===== src/sv/mfq_pkg.sv =====
// ----------------------------------------------------------------------------
// mfq_pkg
// Shared types, field widths, register codes and defaults of the three-level
// feedback queue scheduler.
// ----------------------------------------------------------------------------
package mfq_pkg;

    localparam int MaxJobsDefault    = 16;
    localparam int BurstWidthDefault = 16;

    localparam int IdWidth      = 4;
    localparam int LevelWidth   = 2;
    localparam int QuantWidth   = 8;
    localparam int WordWidth    = 16;
    localparam int CfgAddrWidth = 3;
    localparam int CfgDataWidth = 32;

    localparam logic CMD_TICK   = 1'b0;
    localparam logic CMD_ARRIVE = 1'b1;

    localparam logic [LevelWidth-1:0] LVL_TOP = 2'd0;
    localparam logic [LevelWidth-1:0] LVL_MID = 2'd1;
    localparam logic [LevelWidth-1:0] LVL_BOT = 2'd2;

    localparam logic [QuantWidth-1:0] TopQuantumReset    = 8'd8;
    localparam logic [QuantWidth-1:0] MiddleQuantumReset = 8'd16;
    localparam logic [QuantWidth-1:0] SliceMax           = 8'd255;

    typedef enum logic {
        CFG_TOP_QUANTUM    = 1'b0,
        CFG_MIDDLE_QUANTUM = 1'b1
    } t_cfg_reg;

    typedef enum logic {
        S_IDLE,
        S_EXEC
    } t_state;

    typedef struct packed {
        logic load;
        logic exec;
    } t_dp_cmd;

    typedef struct packed {
        logic slot_free;
    } t_dp_status;

endpackage


===== src/sv/mfq_cfg.sv =====
// ----------------------------------------------------------------------------
// mfq_cfg
// Register port holding the top and middle quanta.
// ----------------------------------------------------------------------------
module mfq_cfg import mfq_pkg::*; (
    input  logic                    i_clk,
    input  logic                    i_rst_n,
    input  logic                    psel,
    input  logic                    penable,
    input  logic                    pwrite,
    input  logic [CfgAddrWidth-1:0] paddr,
    input  logic [CfgDataWidth-1:0] pwdata,
    output logic [CfgDataWidth-1:0] prdata,
    output logic                    pready,
    output logic [QuantWidth-1:0]   o_top_quantum,
    output logic [QuantWidth-1:0]   o_middle_quantum
);

    logic [QuantWidth-1:0] r_top_quantum;
    logic [QuantWidth-1:0] r_middle_quantum;
    t_cfg_reg              w_reg;
    logic                  w_write;

    assign pready  = 1'b1;
    assign w_reg   = t_cfg_reg'(paddr[2]);
    assign w_write = psel && penable && pwrite && pready;

    always_ff @(posedge i_clk) begin
        if (!i_rst_n) begin
            r_top_quantum    <= TopQuantumReset;
            r_middle_quantum <= MiddleQuantumReset;
        end else if (w_write) begin
            case (w_reg)
                CFG_TOP_QUANTUM:    r_top_quantum    <= pwdata[QuantWidth-1:0];
                CFG_MIDDLE_QUANTUM: r_middle_quantum <= pwdata[QuantWidth-1:0];
                default: ;
            endcase
        end
    end

    always_comb begin
        case (w_reg)
            CFG_TOP_QUANTUM:    prdata = CfgDataWidth'(r_top_quantum);
            CFG_MIDDLE_QUANTUM: prdata = CfgDataWidth'(r_middle_quantum);
            default:            prdata = '0;
        endcase
    end

    assign o_top_quantum    = r_top_quantum;
    assign o_middle_quantum = r_middle_quantum;

endmodule


===== src/sv/mfq_ctrl.sv =====
// ----------------------------------------------------------------------------
// mfq_ctrl
// Sequencer: loads an input word, then runs it once the result slot is free.
// ----------------------------------------------------------------------------
module mfq_ctrl import mfq_pkg::*; (
    input  logic       i_clk,
    input  logic       i_rst_n,
    input  logic       i_in_valid,
    input  t_dp_status i_status,
    output logic       o_in_stall,
    output t_dp_cmd    o_cmd
);

    t_state r_state;
    t_state n_state;

    always_ff @(posedge i_clk) begin
        if (!i_rst_n) begin
            r_state <= S_IDLE;
        end else begin
            r_state <= n_state;
        end
    end

    always_comb begin
        n_state = r_state;
        case (r_state)
            S_IDLE: begin
                if (i_in_valid) n_state = S_EXEC;
            end
            S_EXEC: begin
                // a finishing word makes room for the next one in the same cycle
                if (i_status.slot_free && !i_in_valid) n_state = S_IDLE;
            end
            default: n_state = S_IDLE;
        endcase
    end

    always_comb begin
        o_in_stall = 1'b0;
        o_cmd      = '0;
        case (r_state)
            S_IDLE: begin
                o_cmd.load = i_in_valid;
            end
            S_EXEC: begin
                o_in_stall = !i_status.slot_free;
                o_cmd.exec = i_status.slot_free;
                o_cmd.load = i_in_valid && i_status.slot_free;
            end
            default: ;
        endcase
    end

endmodule


===== src/sv/mfq_datapath.sv =====
// ----------------------------------------------------------------------------
// mfq_datapath
// Queues, burst counters, current job and result register of the scheduler.
// ----------------------------------------------------------------------------
module mfq_datapath import mfq_pkg::*; #(
    parameter int MAX_JOBS    = MaxJobsDefault,
    parameter int BURST_WIDTH = BurstWidthDefault
) (
    input  logic                  i_clk,
    input  logic                  i_rst_n,
    input  t_dp_cmd               i_cmd,
    input  logic                  i_command,
    input  logic [IdWidth-1:0]    i_job_id,
    input  logic [WordWidth-1:0]  i_burst_length,
    input  logic                  i_out_stall,
    input  logic [QuantWidth-1:0] i_top_quantum,
    input  logic [QuantWidth-1:0] i_middle_quantum,
    output t_dp_status            o_status,
    output logic                  o_out_valid,
    output logic                  o_accepted,
    output logic                  o_busy_res,
    output logic [IdWidth-1:0]    o_running_id,
    output logic [LevelWidth-1:0] o_running_level,
    output logic                  o_job_done,
    output logic [WordWidth-1:0]  o_remaining_work
);

    // ids are IdWidth bits, so no more than 2**IdWidth jobs can ever be live
    localparam int NJ = (MAX_JOBS < (1 << IdWidth)) ? MAX_JOBS : (1 << IdWidth);
    localparam int IW = (NJ > 1) ? $clog2(NJ) : 1;
    localparam int CW = IW + 1;
    localparam int NL = 3;

    // captured input word
    logic                   r_in_cmd;
    logic [IdWidth-1:0]     r_in_id;
    logic [BURST_WIDTH-1:0] r_in_burst;

    // queues
    logic [IdWidth-1:0]     r_fifo  [NL][NJ];
    logic [IW-1:0]          r_head  [NL];
    logic [CW-1:0]          r_count [NL];
    logic [IW-1:0]          n_head  [NL];
    logic [CW-1:0]          n_count [NL];
    logic [IW-1:0]          w_tail  [NL];
    logic [CW-1:0]          w_sum   [NL];
    logic                   w_push_ok [NL];
    logic                   w_push_en [NL];
    logic [IdWidth-1:0]     w_push_id [NL];
    logic                   w_pop_en  [NL];

    // job state
    logic [BURST_WIDTH-1:0] r_burst [NJ];
    logic [NJ-1:0]          r_active;
    logic [NJ-1:0]          n_active;
    logic                   r_cur_valid;
    logic                   n_cur_valid;
    logic [IdWidth-1:0]     r_cur_job;
    logic [IdWidth-1:0]     n_cur_job;
    logic [LevelWidth-1:0]  r_cur_level;
    logic [LevelWidth-1:0]  n_cur_level;
    logic [QuantWidth-1:0]  r_slice;
    logic [QuantWidth-1:0]  n_slice;

    logic                   w_burst_we;
    logic [IW-1:0]          w_burst_addr;
    logic [BURST_WIDTH-1:0] w_burst_wdata;

    // tick selection
    logic                   w_found;
    logic [IdWidth-1:0]     w_sel_job;
    logic [LevelWidth-1:0]  w_sel_level;
    logic [QuantWidth-1:0]  w_sel_slice;
    logic [QuantWidth-1:0]  w_slice_inc;
    logic [QuantWidth-1:0]  w_quant;
    logic [QuantWidth-1:0]  w_quant_eff;
    logic [BURST_WIDTH-1:0] w_left;
    logic                   w_done;
    logic                   w_id_ok;
    logic [IW-1:0]          w_in_idx;

    // result
    logic                   r_out_valid;
    logic                   n_accepted;
    logic                   n_busy;
    logic [IdWidth-1:0]     n_run_id;
    logic [LevelWidth-1:0]  n_run_level;
    logic                   n_done;
    logic [WordWidth-1:0]   n_remaining;
    logic                   r_accepted;
    logic                   r_busy;
    logic [IdWidth-1:0]     r_run_id;
    logic [LevelWidth-1:0]  r_run_level;
    logic                   r_done;
    logic [WordWidth-1:0]   r_remaining;

    assign o_status.slot_free = !r_out_valid || !i_out_stall;

    always_ff @(posedge i_clk) begin
        if (i_cmd.load) begin
            r_in_cmd   <= i_command;
            r_in_id    <= i_job_id;
            r_in_burst <= BURST_WIDTH'(i_burst_length);
        end
    end

    assign w_id_ok  = int'(r_in_id) < NJ;
    assign w_in_idx = r_in_id[IW-1:0];

    // tail = head + count, wrapped once
    always_comb begin
        for (int l = 0; l < NL; l++) begin
            w_sum[l]     = CW'(r_head[l]) + r_count[l];
            w_tail[l]    = (w_sum[l] >= CW'(NJ)) ? IW'(w_sum[l] - CW'(NJ)) : IW'(w_sum[l]);
            w_push_ok[l] = w_push_en[l] && (r_count[l] < CW'(NJ));
            if (w_pop_en[l]) begin
                n_head[l] = (r_head[l] == IW'(NJ - 1)) ? '0 : IW'(r_head[l] + 1'b1);
            end else begin
                n_head[l] = r_head[l];
            end
            n_count[l] = CW'(r_count[l] + CW'(w_push_ok[l]) - CW'(w_pop_en[l]));
        end
    end

    always_comb begin
        n_active      = r_active;
        n_cur_valid   = r_cur_valid;
        n_cur_job     = r_cur_job;
        n_cur_level   = r_cur_level;
        n_slice       = r_slice;
        w_burst_we    = 1'b0;
        w_burst_addr  = w_in_idx;
        w_burst_wdata = r_in_burst;
        for (int l = 0; l < NL; l++) begin
            w_push_en[l] = 1'b0;
            w_push_id[l] = '0;
            w_pop_en[l]  = 1'b0;
        end
        w_found     = r_cur_valid;
        w_sel_job   = r_cur_job;
        w_sel_level = r_cur_level;
        w_sel_slice = r_slice;
        w_left      = '0;
        w_done      = 1'b0;
        w_slice_inc = '0;
        w_quant     = '0;
        w_quant_eff = '0;
        n_accepted  = 1'b1;
        n_busy      = 1'b0;
        n_run_id    = '0;
        n_run_level = '0;
        n_done      = 1'b0;
        n_remaining = '0;

        if (i_cmd.exec) begin
            if (r_in_cmd == CMD_ARRIVE) begin
                if (!w_id_ok || r_active[w_in_idx]) begin
                    n_accepted = 1'b0;
                end else if (r_in_burst != '0) begin
                    w_burst_we          = 1'b1;
                    n_active[w_in_idx]  = 1'b1;
                    w_push_en[0]        = 1'b1;
                    w_push_id[0]        = r_in_id;
                    // preempt a middle or bottom job back to its own queue
                    if (r_cur_valid && r_cur_level != LVL_TOP) begin
                        w_push_en[r_cur_level] = 1'b1;
                        w_push_id[r_cur_level] = r_cur_job;
                        n_cur_valid            = 1'b0;
                        n_slice                = '0;
                    end
                end
            end else begin
                if (!r_cur_valid) begin
                    w_sel_slice = '0;
                    if (r_count[0] != '0) begin
                        w_found     = 1'b1;
                        w_pop_en[0] = 1'b1;
                        w_sel_job   = r_fifo[0][r_head[0]];
                        w_sel_level = LVL_TOP;
                    end else if (r_count[1] != '0) begin
                        w_found     = 1'b1;
                        w_pop_en[1] = 1'b1;
                        w_sel_job   = r_fifo[1][r_head[1]];
                        w_sel_level = LVL_MID;
                    end else if (r_count[2] != '0) begin
                        w_found     = 1'b1;
                        w_pop_en[2] = 1'b1;
                        w_sel_job   = r_fifo[2][r_head[2]];
                        w_sel_level = LVL_BOT;
                    end
                end
                if (w_found) begin
                    w_left = r_burst[w_sel_job[IW-1:0]];
                    if (w_left != '0) w_left = w_left - 1'b1;
                    w_done        = (w_left == '0);
                    w_burst_we    = 1'b1;
                    w_burst_addr  = w_sel_job[IW-1:0];
                    w_burst_wdata = w_left;
                    w_slice_inc   = (w_sel_slice == SliceMax) ? w_sel_slice
                                                              : QuantWidth'(w_sel_slice + 1'b1);
                    w_quant       = (w_sel_level == LVL_TOP) ? i_top_quantum : i_middle_quantum;
                    w_quant_eff   = (w_quant == '0) ? QuantWidth'(1) : w_quant;

                    n_busy      = 1'b1;
                    n_run_id    = w_sel_job;
                    n_run_level = w_sel_level;
                    n_done      = w_done;
                    n_remaining = WordWidth'(w_left);

                    if (w_done) begin
                        n_active[w_sel_job[IW-1:0]] = 1'b0;
                        n_cur_valid = 1'b0;
                        n_slice     = '0;
                    end else if (w_sel_level != LVL_BOT && w_slice_inc >= w_quant_eff) begin
                        // quantum used up: drop one level
                        w_push_en[LevelWidth'(w_sel_level + 1'b1)] = 1'b1;
                        w_push_id[LevelWidth'(w_sel_level + 1'b1)] = w_sel_job;
                        n_cur_valid = 1'b0;
                        n_slice     = '0;
                    end else begin
                        n_cur_valid = 1'b1;
                        n_cur_job   = w_sel_job;
                        n_cur_level = w_sel_level;
                        n_slice     = w_slice_inc;
                    end
                end
            end
        end
    end

    always_ff @(posedge i_clk) begin
        for (int l = 0; l < NL; l++) begin
            if (w_push_ok[l]) r_fifo[l][w_tail[l]] <= w_push_id[l];
        end
        if (w_burst_we) r_burst[w_burst_addr] <= w_burst_wdata;
    end

    always_ff @(posedge i_clk) begin
        if (!i_rst_n) begin
            for (int l = 0; l < NL; l++) begin
                r_head[l]  <= '0;
                r_count[l] <= '0;
            end
            r_active    <= '0;
            r_cur_valid <= 1'b0;
            r_cur_job   <= '0;
            r_cur_level <= '0;
            r_slice     <= '0;
            r_out_valid <= 1'b0;
        end else begin
            for (int l = 0; l < NL; l++) begin
                r_head[l]  <= n_head[l];
                r_count[l] <= n_count[l];
            end
            r_active    <= n_active;
            r_cur_valid <= n_cur_valid;
            r_cur_job   <= n_cur_job;
            r_cur_level <= n_cur_level;
            r_slice     <= n_slice;
            if (i_cmd.exec) begin
                r_out_valid <= 1'b1;
            end else if (!i_out_stall) begin
                r_out_valid <= 1'b0;
            end
        end
    end

    always_ff @(posedge i_clk) begin
        if (i_cmd.exec) begin
            r_accepted  <= n_accepted;
            r_busy      <= n_busy;
            r_run_id    <= n_run_id;
            r_run_level <= n_run_level;
            r_done      <= n_done;
            r_remaining <= n_remaining;
        end
    end

    assign o_out_valid      = r_out_valid;
    assign o_accepted       = r_accepted;
    assign o_busy_res       = r_busy;
    assign o_running_id     = r_run_id;
    assign o_running_level  = r_run_level;
    assign o_job_done       = r_done;
    assign o_remaining_work = r_remaining;

endmodule


===== src/sv/multilevel_feedback_queue_scheduler_core.sv =====
// ----------------------------------------------------------------------------
// multilevel_feedback_queue_scheduler_core
// Three-level feedback queue scheduler driven by tick and arrival words.
// ----------------------------------------------------------------------------
// Input channel (i_in_valid / o_in_stall): one word per tick or job arrival.
// Output channel (o_out_valid / i_out_stall): exactly one result word per
// input word, in order.
// Register port: top quantum at byte 0, middle quantum at byte 4; write only
// while the block is idle.
// Throughput: one word per cycle while the result is not stalled; the whole
// step (queue pop or push, burst decrement, quantum compare) is done
// combinationally by the datapath from a captured input word, and a result
// register parts the two channels.
// Reset: all queues empty, no job active, quanta back to 8 and 16; no
// clearing pass is needed.
// Stall: a stalled result holds in its register; the word being worked on
// waits behind it and the input channel stalls until the result is taken.
// ----------------------------------------------------------------------------
module multilevel_feedback_queue_scheduler_core import mfq_pkg::*; #(
    parameter int MAX_JOBS    = MaxJobsDefault,
    parameter int BURST_WIDTH = BurstWidthDefault
) (
    input  logic                    i_clk,
    input  logic                    i_rst_n,
    input  logic                    i_in_valid,
    output logic                    o_in_stall,
    input  logic                    i_command,
    input  logic [IdWidth-1:0]      i_job_id,
    input  logic [WordWidth-1:0]    i_burst_length,
    output logic                    o_out_valid,
    input  logic                    i_out_stall,
    output logic                    o_accepted,
    output logic                    o_busy_res,
    output logic [IdWidth-1:0]      o_running_id,
    output logic [LevelWidth-1:0]   o_running_level,
    output logic                    o_job_done,
    output logic [WordWidth-1:0]    o_remaining_work,
    input  logic                    psel,
    input  logic                    penable,
    input  logic                    pwrite,
    input  logic [CfgAddrWidth-1:0] paddr,
    input  logic [CfgDataWidth-1:0] pwdata,
    output logic [CfgDataWidth-1:0] prdata,
    output logic                    pready
);

    t_dp_cmd               w_cmd;
    t_dp_status            w_status;
    logic [QuantWidth-1:0] w_top_quantum;
    logic [QuantWidth-1:0] w_middle_quantum;

    mfq_cfg u_cfg (
        .i_clk            (i_clk),
        .i_rst_n          (i_rst_n),
        .psel             (psel),
        .penable          (penable),
        .pwrite           (pwrite),
        .paddr            (paddr),
        .pwdata           (pwdata),
        .prdata           (prdata),
        .pready           (pready),
        .o_top_quantum    (w_top_quantum),
        .o_middle_quantum (w_middle_quantum)
    );

    mfq_ctrl u_ctrl (
        .i_clk      (i_clk),
        .i_rst_n    (i_rst_n),
        .i_in_valid (i_in_valid),
        .i_status   (w_status),
        .o_in_stall (o_in_stall),
        .o_cmd      (w_cmd)
    );

    mfq_datapath #(
        .MAX_JOBS    (MAX_JOBS),
        .BURST_WIDTH (BURST_WIDTH)
    ) u_datapath (
        .i_clk            (i_clk),
        .i_rst_n          (i_rst_n),
        .i_cmd            (w_cmd),
        .i_command        (i_command),
        .i_job_id         (i_job_id),
        .i_burst_length   (i_burst_length),
        .i_out_stall      (i_out_stall),
        .i_top_quantum    (w_top_quantum),
        .i_middle_quantum (w_middle_quantum),
        .o_status         (w_status),
        .o_out_valid      (o_out_valid),
        .o_accepted       (o_accepted),
        .o_busy_res       (o_busy_res),
        .o_running_id     (o_running_id),
        .o_running_level  (o_running_level),
        .o_job_done       (o_job_done),
        .o_remaining_work (o_remaining_work)
    );

endmodule


===== config.mk =====
export PLATFORM = sky130hd
export DESIGN_NAME = multilevel_feedback_queue_scheduler_core
export DESIGN_NICKNAME = d
export VERILOG_FILES = /design/src/sv/mfq_pkg.sv /design/src/sv/mfq_cfg.sv /design/src/sv/mfq_ctrl.sv /design/src/sv/mfq_datapath.sv /design/src/sv/multilevel_feedback_queue_scheduler_core.sv
export SDC_FILE = /design/constraint.sdc
export NUM_CORES = 1
export LEC_CHECK = 0
export BUFFER_PORTS_ARGS = -buffer_cell sky130_fd_sc_hd__buf_2
export CAP_MARGIN = 25
export CORE_AREA = 5 5 229 231
export CTS_BUF_LIST = sky130_fd_sc_hd__clkbuf_2
export CTS_CLUSTER_SIZE = 14
export DETAILED_ROUTE_END_ITERATION = 8
export DIE_AREA = 0 0 234 236
export GPL_TIMING_DRIVEN = 0
export PLACE_DENSITY = 0.7
export SLEW_MARGIN = 30
export SYNTH_ARGS = -nofsm -noshare
export SYNTH_HDL_FRONTEND = slang
export SYNTH_SLANG_ARGS = --single-unit

===== constraint.sdc =====
create_clock -name i_clk -period 13.9 [get_ports i_clk]
set_input_delay 0.695 -clock i_clk [delete_from_list [all_inputs] [get_ports i_clk]]
set_output_delay 0.695 -clock i_clk [all_outputs]
set_load 0.02 [all_outputs]

Word level (Yosys, flattened, before mapping)
Memory sizes are Yosys's and may differ from the RTL's.
Cells that the tools add are included.

storage, ports and cells
  RAM bits = 475
  bits in registers = 95
  bits in latches = 0
  output and inout bits = 60
  input bits = 63
  ROM bits = 0
  memories = 4

operators by class
  shift operators = 0
  equal/unequal tests = 9
  $mul = 0
  div/mod/pow operators = 0
  reduce and logical (&&, ||, !) cells = 39
  bitwise logic cells = 24
  $lt $le $gt $ge = 24
  add/sub/neg operators = 18
  multiplexer cells = 149

memories
  name                depth  bits a word  rd ports  clocked after memory_dff  write ports  line                text
  u_datapath.r_burst  16     16           1         0                         1            mfq_datapath.sv:53  logic [BURST_WIDTH-1:0] r_burst [NJ];
  u_datapath.r_fifo   3      64           3         0                         2            mfq_datapath.sv:40  logic [IdWidth-1:0] r_fifo [NL][NJ];
  u_datapath.r_count  3      5            3         0                         3            mfq_datapath.sv:42  logic [CW-1:0] r_count [NL];
  u_datapath.r_head   3      4            3         0                         3            mfq_datapath.sv:41  logic [IW-1:0] r_head [NL];

operator list
  cell                   number
  $mux 64                5
  $mux 16                12
  $mux 4                 32
  $mux 8                 13
  $mux 12                8
  $pmux 32 s2            1
  $reduce_or 64->1       1
  $bmux 4 s4             3
  $demux 4 s4            3
  $ge 5x5->1 const B     9
  $mux 1                 40
  $reduce_bool 16->1     2
  $mux 3                 10
  $not 4->5              6
  $mux 2                 9
  $and 16x16->16         1
  $demux 4 s2            2
  $logic_and 1x1->1      16
  $logic_not 16->1       1
  $not 16->16            1
  $or 16x16->16          1
  $sub 16x1->16 const B  1
  $add 4x5->5            3
  $add 5x1->5            3
  35 further kinds       80

Logic depth before layout (Yosys ltp)
An unclocked memory read counts as a cell.

  depth after elaboration = 27
  mapped depth = 35
  mapped depth without buffers = 33

Hierarchy
Synthesis repeated with hierarchy kept, for this count alone.

second synthesis, totals
  cell total of the unflattened synthesis = 1925
  area total of the unflattened synthesis = 26082.5 sq um

modules (own cells, without submodules)
  module        cells each  area an instance (sq um)  times used  seq. area each (sq um)
  mfq_datapath  1818        25066.5                   1           16015.4
  mfq_cfg       102         962.2                     1           320.3
  mfq_ctrl      5           53.8                      1           20.0

Worst setup path before layout
No wires, ideal clock.

  kind = register to register
  from = memory u_datapath.r_count[0][8] (netlist bit)
  to = memory u_datapath.r_count[0][9] (netlist bit)
  period minus slack after synthesis = 6.754 ns
  arrival = 6.638 ns
  slack = 7.146 ns
  library setup time = 0.116 ns
  path buffers = 5
  stages on the path, launching flop included = 33
  cell sequence = dfxtp_1 > inv_1 > ha_1 > or4b_1 > buf_2 > or3_4 > o211ai_2 > o31a_1 > buf_2 > buf_6 > buf_4 > buf_6 > mux2i_1 > mux2i_1 > a32o_1 > a221oi_1 > ha_1 > inv_1 > xnor2_1 > or4b_2 > o31ai_4 > o2111ai_4 > o21a_4 > a21oi_4 > or2_2 > ha_1 > inv_1 > ha_1 > fa_1 > a21oi_1 > nor2_1 > or3_1 > and3_1

RTL lines
  item         line
  from (decl)  mfq_datapath.sv:42

==> impl_metrics.ini <==
[sta]
rsz0062_at_grt = false
worst_slack_ns = 4.622
hold_viol = 0
worst_pin_slew_ns = 1.090
min_period_ns = 9.278
finalMaxSlewViolations = 0
skew_ns = 0.1229
fmax_ghz = 0.1078
whs_ns = 0.2199
finalSetupTns_ns = 0
relSlewSlack_pct = 26.89
period_share_pct = 66.75
setup_viol = 0

[clock_tree]
htree_levels = 4
tritoncts = yes
cts-resized-gates = 0
clk_latency_ns = 1.36
clk_pin_slew_ns = 0.11
postCtsSetupBuffers = 0
numCtsBuffers = 142
clockBufferDepth = 3
clock_sinks = 570
cts-root-buf = clkbuf_2

[placement]
place_congestion = 0.9057
place_ws_ns = 4.832
hpwlAfterDp_mm = 46.29
portBuffers = 71

[setup_path]
r2r-end = u_datapath.r_count[0][9]$_SDFF_PN0_
required_ns = 15.13
cp.arrival_ns = 10.51
cp_num_cells = 30
crit_buf_inv = 7
crit_type = register to register
start_kind = register
slowest_delay_ns = 0.72
worstPathMaxFanout = 10
critical-path-top-delay-family = simple AND/OR/NAND/NOR gates
r2r_setup_slack_ns = 4.62
cp-end-kind = register
cp_slowest_cell = clkbuf_1
ff2ff_path_depth = 30
r2r-start = u_datapath.r_head[0][5]$_SDFFE_PN0P_

[grt]
grt_remaining_overflow = 0
grt_pass1_vias = 17910
grt.total_usage_pct = 24.84
antenna_found_initial = 4
grt_pass1_wl_mm = 104.2
grt_max_degree = 27

[route]
firstDrtPassIters = 7
drt_iter0_drc = 1988
drt-wirelength-per-cell_um = 23.01
via_per_inst = 5.960
remaining_drc_errors = 0
vias = 17910
detail-route-antenna-nets = 0
wirelength_mm = 69.15

[synthesis]
synth-edff-count = 494
synth_ff_type = edfxtp_1
yosys.cell_types.count = 90
ys_seq_area_share_pct = 63.64
ys.warnings.count = 0
async_reset_ff_share_pct = 0
yosys-top-cells-area = edfxtp_1 (58%), dfxtp_1 (5.9%), mux4_2 (4.9%)
synth_top_area_cell = edfxtp_1
syn_inst = 1893
avgSynthCellArea_um2 = 13.58
synth_top_area_share_pct = 57.72
yosysMostFrequentCell = edfxtp_1
syn_area_um2 = 25700
ys_seq_elements = 570
yosys-top-cells-count = edfxtp_1 (494), nand2_1 (212), nor2_1 (144)

[final_layout]
area.growth.synth_to_final_pct = 16.56
drive_gt1_share_pct = 24.38
fillers = 3850
nets = 2336

[floorplanning]
fp.dieH_um = 236
start_util_pct = 51.55
fp-row-count = 82
io_pins = 123
die_area_um2 = 55220
die_w_um = 234
core_um2 = 49860

[job]
drv_cap = 0

[hold_path]
holdCritStartpoint = pwdata[4]
min_path_type = input pin to register
whs_endpoint = u_cfg.o_middle_quantum[4]$_SDFFE_PN1P_
whs_path_depth = 4

[pwr]
finalPower_mw = 6.405
p_per_area_nw_per_um2 = 213.8
vdd_drop_max_mv = 0.1545
leakage_nw = 10.81

[status]
status = finished, final reports clean
## through the flow
stage               utilization [%]  cell area [µm²]  std cells
floorplan                         -            25790       1916
global placement              54.12            26980       2659
detailed placement            55.64            27740       2681
CTS                           59.88            29860       2998
global route                  60.06            29950       3002
finish                        60.08            29960       3005
## how the worst max path moves through the flow
stage | end | slack, ns | startpoint
detailed placement | u_datapath.r_count[0][14]$_SDFF_PN0_ | 4.83 | u_datapath.r_head[0][5]$_SDFFE_PN0P_
floorplan | u_datapath.r_count[0][9]$_SDFF_PN0_ | 7.15 | u_datapath.r_count[0][8]$_SDFF_PN0_
CTS | u_datapath.r_count[0][14]$_SDFF_PN0_ | 4.83 | u_datapath.r_head[0][10]$_SDFFE_PN0P_
global placement | u_datapath.r_fifo[0][54]$_DFFE_PP_ | 4.98 | u_datapath.r_head[0][5]$_SDFFE_PN0P_
global route | u_datapath.r_count[0][14]$_SDFF_PN0_ | 4.07 | u_datapath.r_head[0][5]$_SDFFE_PN0P_
finish | u_datapath.r_count[0][9]$_SDFF_PN0_ | 4.62 | u_datapath.r_head[0][5]$_SDFFE_PN0P_
## registers in the layout, summed over array words and instances (netlist names), 2 cells and up
register / count
u_cfg.o_middle_quantum: 8
u_cfg.o_top_quantum: 8
u_datapath.o_remaining_work: 16
u_datapath.o_running_id: 4
u_datapath.o_running_level: 2
u_datapath.r_active: 16
u_datapath.r_burst: 256
u_datapath.r_count: 15
u_datapath.r_cur_job: 4
u_datapath.r_cur_level: 2
u_datapath.r_fifo: 192
u_datapath.r_head: 12
u_datapath.r_in_burst: 16
u_datapath.r_in_id: 4
u_datapath.r_slice: 8
## layer usage
metal	wire length [µm]	up-vias	global-route usage, %	share of wire (%)
li1	-	7915	-	-
met1	25730	8710	31.25	37
met2	34080	1073	40.32	49
met3	6668	211	6.350	9.6
met4	2676	0	11.76	3.9
met5	0	-	0	0
## power by group
part / leakage (nW) / switching [mW] / internal [mW] / total, mW
sequential: 5.34 / 0.0336 / 2.00 / 2.03
combinational: 4.47 / 2.20 / 0.974 / 3.17
clock: 0.994 / 0.688 / 0.513 / 1.20
## placed cells by master, fill, tap and decap left out, types with 19 or more instances in the layout
cell type	netlist	layout
a21boi_0	20	20
a21oi_1	39	39
and2_1	23	23
buf_2	32	103
buf_4	30	32
clkbuf_1	40	40
clkbuf_2	1	197
clkinv_1	1	29
conb_1	2	25
dfxtp_1	76	76
dlygate4sd3_1	0	74
edfxtp_1	494	494
ha_1	40	40
inv_1	37	36
mux2_2	23	23
mux2i_1	87	87
mux4_2	56	56
nand2_1	212	212
nand3_1	48	48
nor2_1	144	128
nor2b_1	21	20
nor3_1	62	61
nor4_1	44	27
o21ai_0	69	51
xnor2_1	21	21
xor2_1	19	19
## final cells by class
cell class	count	area (µm²)	area share (%)
Sequential cell	570	16360	54.60
Multi-Input combinational cell	1183	8977	29.97
Buffer	125	728.2	2.431
Timing Repair Buffer	167	1521	5.079
Tap cell	672	840.8	2.807
Clock buffer	196	980.9	3.274
Inverter	38	142.6	0.4761
Antenna cell	7	17.52	0.05847
Clock inverter	47	392.9	1.311
## timing repair
action                                  4_1_cts  5_1_grt
hold buffers                                 74        0
endpoints found under the hold margin        87        0
endpoints found under the setup margin        0        0
## kinds of logic after synthesis
kind of cell / synth area share (%)
xor+xnor: 1.363
mux: 9.400
flops: 63.64
other cells: 0.02922
buf+inv: 3.388
simple gates: 12.43
compound gates: 7.336
fa+ha+maj: 2.415
## worst min-delay path, delay by kind of cell
family | cells | cell delay, ns
buffers and inverters | 2 | 0.67
AND/OR/NAND/NOR | 2 | 0.13
(Power assumes the default switching activity.)
